`src/rtl/growable_array_with_compaction_assert.svh`:
```
// assertion macros for the growable array block
`ifndef GROWABLE_ARRAY_WITH_COMPACTION_ASSERT_SVH
`define GROWABLE_ARRAY_WITH_COMPACTION_ASSERT_SVH

`ifndef ASSERT_OFF

// same-cycle implication
`define GAWC_ASSERT_IMPL(label, clk, rst, cond, prop) \
  label: assert property (@(posedge clk) disable iff (rst) (cond) |-> (prop)) \
    else $error("gawc assertion failed");

// next-cycle implication
`define GAWC_ASSERT_NEXT(label, clk, rst, cond, prop) \
  label: assert property (@(posedge clk) disable iff (rst) (cond) |=> (prop)) \
    else $error("gawc assertion failed");

`else

`define GAWC_ASSERT_IMPL(label, clk, rst, cond, prop)
`define GAWC_ASSERT_NEXT(label, clk, rst, cond, prop)

`endif

`endif

```
`src/rtl/gawc_pkg.sv`:
```
// shared constants and types for the growable array block
package gawc_pkg;

  localparam int DEF_MAX_DEPTH     = 64;
  localparam int DEF_ELEMENT_WIDTH = 32;

  localparam int CMD_W   = 2;
  localparam int VALUE_W = 32;
  localparam int POS_W   = 7;
  localparam int CNT_W   = 7;
  localparam int CAP_W   = 7;
  localparam int ST_W    = 2;

  localparam int INIT_CAP_RESET = 10;

  // cells per first-level group of the removed-word gather
  localparam int GATHER_GROUP = 8;

  localparam logic [CMD_W-1:0] CMD_APPEND      = 2'd0;
  localparam logic [CMD_W-1:0] CMD_REMOVE_LAST = 2'd1;
  localparam logic [CMD_W-1:0] CMD_REMOVE_AT   = 2'd2;

  localparam logic [ST_W-1:0] ST_DONE    = 2'd0;
  localparam logic [ST_W-1:0] ST_IGNORED = 2'd1;
  localparam logic [ST_W-1:0] ST_FULL    = 2'd2;

  typedef struct packed {
    logic append;
    logic remove;
  } cell_op_t;

endpackage

```
`src/rtl/growable_array_with_compaction.sv`:
```
// growable array: a compacting chain of cells with doubling and halving capacity
//
// input channel (in_valid / in_stall) carries one command word: command, value,
// position. append writes value at the tail, remove last and remove at position
// take a word out and the cells above the hole shift down one place.
// output channel (out_valid / out_stall) returns one word per command: the
// removed value (zero when nothing is removed), status, count, logical capacity
// and the empty flag, all as they stand after that command.
// out_valid rises when the output register loads: the cells, the counters and
// the gather tree register load at the accept edge, the output register loads
// from them when it is empty or its word is being taken.
// throughput is one command per cycle while the receiver does not stall; the
// output register and the gather stage let a new command in while a finished
// result waits. when the receiver stalls, the result holds and the input
// stalls once the gather stage is also full.
// the config channel (cfg_valid / cfg_ready, always ready) writes the initial
// capacity at once when the list is empty and no command is accepted. reset
// empties the list and loads the capacity with 10, clamped to the depth.
module growable_array_with_compaction #(
  parameter int MAX_DEPTH     = gawc_pkg::DEF_MAX_DEPTH,
  parameter int ELEMENT_WIDTH = gawc_pkg::DEF_ELEMENT_WIDTH
) (
  input  logic                                clk,
  input  logic                                rst,
  input  logic                                in_valid,
  output logic                                in_stall,
  input  logic [gawc_pkg::CMD_W-1:0]          command,
  input  logic signed [gawc_pkg::VALUE_W-1:0] value,
  input  logic [gawc_pkg::POS_W-1:0]          position,
  output logic                                out_valid,
  input  logic                                out_stall,
  output logic signed [gawc_pkg::VALUE_W-1:0] removed_value,
  output logic [gawc_pkg::ST_W-1:0]           status,
  output logic [gawc_pkg::CNT_W-1:0]          count,
  output logic [gawc_pkg::CAP_W-1:0]          logical_capacity,
  output logic                                is_empty,
  input  logic                                cfg_valid,
  output logic                                cfg_ready,
  input  logic [gawc_pkg::CAP_W-1:0]          cfg_data
);

  `include "growable_array_with_compaction_assert.svh"

  localparam int CAP_W   = gawc_pkg::CAP_W;
  localparam int CNT_W   = gawc_pkg::CNT_W;
  localparam int VALUE_W = gawc_pkg::VALUE_W;
  localparam int CIW     = $clog2(MAX_DEPTH + 1);
  localparam int IW      = $clog2(MAX_DEPTH);
  localparam int CMPW    = (CIW > CAP_W) ? CIW : CAP_W;

  localparam logic [CIW-1:0] DEPTH_C   = CIW'(MAX_DEPTH);
  localparam logic [CIW-1:0] CAP_RESET = (gawc_pkg::INIT_CAP_RESET > MAX_DEPTH) ?
                                         CIW'(MAX_DEPTH) :
                                         CIW'(gawc_pkg::INIT_CAP_RESET);

  function automatic logic [CIW-1:0] clamp_cfg(input logic [CAP_W-1:0] v);
    logic [CMPW-1:0] ve;
    ve = CMPW'(v);
    if (v == '0) begin
      return CIW'(1);
    end else if (ve > CMPW'(MAX_DEPTH)) begin
      return DEPTH_C;
    end else begin
      return CIW'(ve);
    end
  endfunction

  logic [CIW-1:0] elem_count;
  logic [CIW-1:0] cap;
  logic [CIW-1:0] count_next;
  logic [CIW-1:0] cap_next;
  logic [CIW-1:0] cap_grown;
  logic [CIW-1:0] cap_halved;
  logic [CIW:0]   cap_dbl;
  logic [CMPW-1:0] pos_e;
  logic [CMPW-1:0] cnt_e;
  logic [gawc_pkg::ST_W-1:0] status_next;
  logic shrink;
  logic in_accept;
  logic advance;

  gawc_pkg::cell_op_t op;
  logic [IW-1:0] rm_idx;
  logic [IW-1:0] tail_idx;
  logic [ELEMENT_WIDTH-1:0] wdata;
  logic [MAX_DEPTH-1:0][ELEMENT_WIDTH-1:0] cell_data;
  logic [MAX_DEPTH-1:0][ELEMENT_WIDTH-1:0] cell_pick;
  logic [ELEMENT_WIDTH-1:0] merged;

  logic s1_valid;
  logic [gawc_pkg::ST_W-1:0] s1_status;
  logic [CIW-1:0] s1_count;
  logic [CIW-1:0] s1_cap;

  assign cfg_ready = 1'b1;
  assign advance   = s1_valid && (!out_valid || !out_stall);
  assign in_stall  = s1_valid && !advance;
  assign in_accept = in_valid && !in_stall;

  assign cap_dbl    = {cap, 1'b0};
  assign cap_grown  = (cap_dbl > (CIW + 1)'(MAX_DEPTH)) ? DEPTH_C : CIW'(cap_dbl);
  assign cap_halved = ((cap >> 1) == '0) ? CIW'(1) : (cap >> 1);
  assign tail_idx   = IW'(elem_count);
  assign wdata      = ELEMENT_WIDTH'($unsigned(value));

  always_comb begin
    op          = '0;
    rm_idx      = '0;
    status_next = gawc_pkg::ST_DONE;
    count_next  = elem_count;
    cap_next    = cap;
    shrink      = 1'b0;
    pos_e       = CMPW'(position);
    cnt_e       = CMPW'(elem_count);
    unique case (command)
      gawc_pkg::CMD_APPEND: begin
        if (elem_count == DEPTH_C) begin
          status_next = gawc_pkg::ST_FULL;
        end else begin
          op.append  = 1'b1;
          count_next = elem_count + 1'b1;
          if (elem_count >= cap) begin
            cap_next = cap_grown;
          end
        end
      end
      gawc_pkg::CMD_REMOVE_LAST: begin
        if (elem_count == '0) begin
          status_next = gawc_pkg::ST_IGNORED;
        end else begin
          op.remove  = 1'b1;
          rm_idx     = IW'(elem_count - 1'b1);
          count_next = elem_count - 1'b1;
          shrink     = 1'b1;
        end
      end
      gawc_pkg::CMD_REMOVE_AT: begin
        if ((position == '0) || (pos_e > cnt_e)) begin
          status_next = gawc_pkg::ST_IGNORED;
        end else begin
          op.remove  = 1'b1;
          rm_idx     = IW'(pos_e - 1'b1);
          count_next = elem_count - 1'b1;
          shrink     = 1'b1;
        end
      end
      default: begin
        status_next = gawc_pkg::ST_IGNORED;
      end
    endcase
    // halve once the list drops below a quarter of the capacity
    if (shrink && (count_next < (cap >> 2))) begin
      cap_next = cap_halved;
    end
    if (!in_accept) begin
      op = '0;
    end
  end

  generate
    for (genvar i = 0; i < MAX_DEPTH; i++) begin : g_cell
      if (i == MAX_DEPTH - 1) begin : g_top
        gawc_cell #(.INDEX(i), .IW(IW), .EW(ELEMENT_WIDTH)) u_cell (
          .clk        (clk),
          .op         (op),
          .tail_idx   (tail_idx),
          .rm_idx     (rm_idx),
          .wdata      (wdata),
          .upper_data (cell_data[i]),
          .data       (cell_data[i]),
          .pick       (cell_pick[i])
        );
      end else begin : g_mid
        gawc_cell #(.INDEX(i), .IW(IW), .EW(ELEMENT_WIDTH)) u_cell (
          .clk        (clk),
          .op         (op),
          .tail_idx   (tail_idx),
          .rm_idx     (rm_idx),
          .wdata      (wdata),
          .upper_data (cell_data[i + 1]),
          .data       (cell_data[i]),
          .pick       (cell_pick[i])
        );
      end
    end
  endgenerate

  gawc_gather #(.DEPTH(MAX_DEPTH), .EW(ELEMENT_WIDTH)) u_gather (
    .clk    (clk),
    .load   (in_accept),
    .picks  (cell_pick),
    .merged (merged)
  );

  always_ff @(posedge clk) begin
    if (rst) begin
      elem_count <= '0;
      cap        <= CAP_RESET;
    end else if (in_accept) begin
      elem_count <= count_next;
      cap        <= cap_next;
    end else if (cfg_valid && (elem_count == '0)) begin
      cap <= clamp_cfg(cfg_data);
    end
  end

  always_ff @(posedge clk) begin
    if (rst) begin
      s1_valid <= 1'b0;
    end else if (in_accept) begin
      s1_valid <= 1'b1;
    end else if (advance) begin
      s1_valid <= 1'b0;
    end
  end

  always_ff @(posedge clk) begin
    if (in_accept) begin
      s1_status <= status_next;
      s1_count  <= count_next;
      s1_cap    <= cap_next;
    end
  end

  always_ff @(posedge clk) begin
    if (rst) begin
      out_valid <= 1'b0;
    end else if (advance) begin
      out_valid <= 1'b1;
    end else if (!out_stall) begin
      out_valid <= 1'b0;
    end
  end

  always_ff @(posedge clk) begin
    if (advance) begin
      removed_value    <= VALUE_W'(merged);
      status           <= s1_status;
      count            <= CNT_W'(s1_count);
      logical_capacity <= CAP_W'(s1_cap);
      is_empty         <= (s1_count == '0);
    end
  end

  `GAWC_ASSERT_IMPL(a_cap_range, clk, rst, 1'b1, (cap != '0) && (cap <= DEPTH_C))
  `GAWC_ASSERT_IMPL(a_full_at_depth, clk, rst,
                    s1_valid && (s1_status == gawc_pkg::ST_FULL), s1_count == DEPTH_C)
  `GAWC_ASSERT_NEXT(a_append_grows, clk, rst,
                    in_accept && (command == gawc_pkg::CMD_APPEND) && (elem_count != DEPTH_C),
                    elem_count == $past(elem_count) + 1'b1)
  `GAWC_ASSERT_IMPL(a_count_bound, clk, rst, 1'b1, elem_count <= DEPTH_C)

endmodule

```
`src/rtl/gawc_cell.sv`:
```
// one storage cell of the compacting chain
module gawc_cell #(
  parameter int INDEX = 0,
  parameter int IW    = 6,
  parameter int EW    = 32
) (
  input  logic               clk,
  input  gawc_pkg::cell_op_t op,
  input  logic [IW-1:0]      tail_idx,
  input  logic [IW-1:0]      rm_idx,
  input  logic [EW-1:0]      wdata,
  input  logic [EW-1:0]      upper_data,
  output logic [EW-1:0]      data,
  output logic [EW-1:0]      pick
);

  localparam logic [IW-1:0] MY_IDX = IW'(INDEX);

  // append lands at the tail, removal pulls every cell at or above the hole down
  always_ff @(posedge clk) begin
    if (op.append && (tail_idx == MY_IDX)) begin
      data <= wdata;
    end else if (op.remove && (MY_IDX >= rm_idx)) begin
      data <= upper_data;
    end
  end

  assign pick = (op.remove && (rm_idx == MY_IDX)) ? data : '0;

endmodule

```
`src/rtl/gawc_gather.sv`:
```
// two-level or-tree that collects the word picked out of the cell chain
module gawc_gather #(
  parameter int DEPTH = 64,
  parameter int EW    = 32
) (
  input  logic                      clk,
  input  logic                      load,
  input  logic [DEPTH-1:0][EW-1:0]  picks,
  output logic [EW-1:0]             merged
);

  localparam int GROUP = gawc_pkg::GATHER_GROUP;
  localparam int NGRP  = (DEPTH + GROUP - 1) / GROUP;

  logic [NGRP-1:0][EW-1:0] grp;
  logic [NGRP-1:0][EW-1:0] grp_next;

  always_comb begin
    for (int g = 0; g < NGRP; g++) begin
      grp_next[g] = '0;
      for (int k = 0; k < GROUP; k++) begin
        if (g * GROUP + k < DEPTH) begin
          grp_next[g] = grp_next[g] | picks[g * GROUP + k];
        end
      end
    end
  end

  always_ff @(posedge clk) begin
    if (load) begin
      grp <= grp_next;
    end
  end

  always_comb begin
    merged = '0;
    for (int g = 0; g < NGRP; g++) begin
      merged = merged | grp[g];
    end
  end

endmodule
```
`config.mk`:
```
export PLATFORM = sky130hd
export DESIGN_NAME = growable_array_with_compaction
export DESIGN_NICKNAME = d
export VERILOG_FILES = /design/src/rtl/gawc_pkg.sv /design/src/rtl/growable_array_with_compaction.sv /design/src/rtl/gawc_cell.sv /design/src/rtl/gawc_gather.sv
export VERILOG_INCLUDE_DIRS = /design/src /design/src/rtl
export SDC_FILE = /design/constraint.sdc
export NUM_CORES = 2
export LEC_CHECK = 0
export ABC_AREA = 1
export BUFFER_PORTS_ARGS = -buffer_cell sky130_fd_sc_hd__buf_4
export CORE_UTILIZATION = 45
export DETAILED_ROUTE_END_ITERATION = 8
export MAX_ROUTING_LAYER = met4
export SYNTH_ARGS = -nofsm -noshare
export SYNTH_HDL_FRONTEND = slang
export SYNTH_SLANG_ARGS = --single-unit
```
`constraint.sdc`:
```
create_clock -name clk -period 21.9 [get_ports clk]
set_input_delay 1.095 -clock clk [delete_from_list [all_inputs] [get_ports clk]]
set_output_delay 1.095 -clock clk [all_outputs]
set_load 0.02 [all_outputs]
```
==> results.ini <==
[outcome]
status=finished, final reports clean

[drt]
avgRoutedWirePerCell_um=29.5
wl_mm=417
ant_nets=0
drc=0
drtIter0Drc=13100
vias=87800
firstDrtPassIters=9
vias_per_cell=6.21

[grt]
grt_antenna_before_repair=17
met2_usage=0.519
use_met3=0.0640
met1_usage=0.433
gr-total-overflow=0
grt_start_max_net_pins=90
grt_pass1_vias=82100
grt.total_usage=0.345
grt.busiest_layer=met2
grt_pass1_wl_mm=595

[logic_synthesis]
synth_cells=11000
yosysWarnings=0
synth-async-reset-ratio=0
yosysUniqueCellTypes=51
netlist_area_sq_um=110000
synth.ff_latch_count=2385
synth_ff_type=edfxtp_1
synthesis.nets=11100
synth-seq-area-share=0.650
syn_avg_cell_area_sq_um=10.0
synth_edf_count=2369

[worst_setup_path]
max_stage_delay_ns=0.80
arrival_ns=6.81
cp_slowest_cell=buf_4
worstPathMaxFanout=57
path_cells=inv_2 -> ha_1 -> nand2_1 -> nand2_1 -> a21oi_1 -> nand2_1 -> nand2_1 -> nand3_2 -> nand2_1 -> nand3_2 -> clkinv_2 -> buf_4 -> nand2_1 -> clkinv_2 -> buf_4 -> nand2_1 -> inv_2 -> nand2_1 -> nand4_1 -> a21oi_1 -> nand2_1
crit_family=buffers and inverters
endpoint_kind=flop
startpoint_type=flop
crit_buf_inv=6
critPathKind=reg -> reg
required_ns=22.71
cp_common_cell=nand2_1

[final_layout]
layout.nets=10800
drive_gt1_frac=0.0850
area_growth_pct=10.9
fillers=22100

[power_and_ir_drop]
irDropWorstVdd_mv=0.0925
leakagePower_nw=46.8
power.density_nw_per_um2=84.6

[clock_tree]
numClockSinks=2385
cts.clk_slew.worst_paths_ns=0.06
post_cts_resized=0
clockBufferDepth=4
tritoncts=built
clk_latency_ns=0.95
post_cts_buffers=0
cts-hold-fix-buffers=0
cts_root_buf=clkbuf_16
numCtsBuffers=278
htreeDepth=5

[worst_hold_path]
min_path_type=in -> reg

[sta]
rsz0062_at_grt=false
worstMarginPinSlew_ns=1.44
fmax_ghz=0.167
setup_viol=0
slew_headroom=0.0331
fin_crit_sh=0.274
whs_ns=0.324
timing.final.hold_violations=0
skew_ns=0.0673
setup_tns_ns=0
post-route-min-period_ns=6.00
slew_violations=0

[place]
dp_hpwl_mm=244
port-buffer-count=103
place_congestion=0.954

[floorplan]
rows=181
initial_core_util=0.452
dieArea_sq_um=246000
die_w_um=496
die_h_um=496
core_area_sq_um=243000
io_pins=105

[flow_run]
drv_cap=0

==> power by group <==
part | switching [mW] | internal (mW) | total, mW
logic | 0.452 | 0.111 | 0.563
registers | 0.124 | 5.22 | 5.34
clock network | 1.89 | 2.53 | 4.41
==> registers in the layout, summed over array words and instances, names as in the netlist <==
signal                    cells
g_cell.g_mid.u_cell.data   2016
u_gather.grp                256
g_cell.g_top.u_cell.data     32
removed_value                32
cap                           7
cnt_e                         7
count                         7
logical_capacity              7
s1_cap                        7
s1_count                      7
s1_status                     2
status                        2
is_empty                      1
out_valid                     1
s1_valid                      1
==> logic make-up after synthesis <==
| logic type | after synthesis | synth area share |
|---|---|---|
| simple gates | 4634 | 0.176 |
| compound gates | 2700 | 0.126 |
| flops | 2385 | 0.650 |
| buf+inv | 1234 | 0.0442 |
| fa+ha+maj | 30 | 0.00341 |
| xor+xnor | 10 | 0.000796 |
| other cells | 1 | 0.0000341 |
==> worst reg2reg max path: stages (launching register included) <==
cell and delay, ns:
dfxtp_1 0.59, inv_2 0.21, ha_1 0.34, nand2_1 0.07, nand2_1 0.04, a21oi_1 0.14
nand2_1 0.07, nand2_1 0.10, nand3_2 0.22, nand2_1 0.20, nand3_2 0.40, clkinv_2 0.56
buf_4 0.47, nand2_1 0.26, clkinv_2 0.08, buf_4 0.80, nand2_1 0.18, inv_2 0.75
nand2_1 0.13, nand4_1 0.12, a21oi_1 0.06, nand2_1 0.10
==> through the flow <==
step                      worst slack (ns)  utilization  power (mW)  instance area [sq um]  cells
after global placement               15.50        0.467        5.98                 114000  13700
after global routing                 15.64        0.501        10.5                 122000  14100
after CTS                            16.08        0.501        10.3                 122000  14100
final                                15.90        0.501        10.3                 122000  14100
after detailed placement             15.46        0.467        5.99                 114000  13700
after floorplan                      11.94            -        5.68                 110000  11000
==> worst paths after layout <==
check                                            from                                    endpoint  slack (ns)  cells past startpoint
worst max register to register  cnt_e[4]$_SDFFE_PP0P_                 u_gather.grp[235]$_DFFE_PP_       15.90                     21
worst max-delay path            cnt_e[4]$_SDFFE_PP0P_                 u_gather.grp[235]$_DFFE_PP_       15.90                     21
worst min register to register    s1_cap[3]$_DFFE_PP_               logical_capacity[3]$_DFFE_PP_        0.43                      0
worst min-delay path                        value[20]  g_cell[63].g_top.u_cell.data[20]$_DFFE_PP_        0.32                      1
==> Yosys cell counts (3+ instances only) <==
cell type	number	area [sq um]
nand2_1	3568	13400
edfxtp_1	2369	71100
o21ai_0	2156	10800
clkbuf_1	712	2670
nand3_1	498	2490
a21oi_1	378	1890
inv_1	338	1270
nand4_1	225	1410
buf_2	133	666
nor2_1	118	443
nor4_1	66	413
nand3b_1	50	375
a22o_1	46	403
nor2_2	33	206
ha_1	30	375
o211ai_1	24	180
o21ai_1	24	120
inv_2	22	82.6
o22ai_1	21	131
and3_1	18	113
nand2_2	18	113
a31oi_1	16	100
buf_4	16	120
dfxtp_1	16	320
a211oi_1	15	113
nor3_1	12	60.1
buf_1	10	37.5
xor2_1	9	78.8
nor2_4	7	78.8
nor3_2	7	70.1
o311ai_0	4	35.0
a221oi_1	3	26.3
clkinv_1	3	11.3
nand2_4	3	33.8
nand3_2	3	30.0
o2111ai_1	3	26.3
==> area by class of cell <==
type,instances,area (sq um),share of cell area
Clock buffer,347,7390,0.0606
Timing Repair Buffer,353,2650,0.0217
Multi-Input combinational cell,7375,34200,0.280
Antenna cell,6,15.0,0.000123
Inverter,363,1380,0.0113
Tap cell,3202,4010,0.0329
Clock inverter,114,870,0.00713
Sequential cell,2385,71500,0.586
==> layer usage <==
metal / vias to the layer above / share of wire
li1: 38000 / -
met1: 42700 / 0.37
met2: 5961 / 0.45
met3: 1114 / 0.11
met4: 0 / 0.073
met5: - / 0
==> cell usage in the layout (no fill, tap or decap), types with 39 or more instances in the layout <==
master,count
a21oi_1,377
a22o_1,46
buf_4,353
clkbuf_1,61
clkbuf_16,286
clkinv_1,65
edfxtp_1,2369
inv_1,304
inv_2,48
nand2_1,3514
nand2_2,72
nand3_1,479
nand3b_1,50
nand4_1,225
nor2_1,105
nor2_2,39
nor4_1,57
o21ai_0,2152
Power figures use the tool's default switching activity.
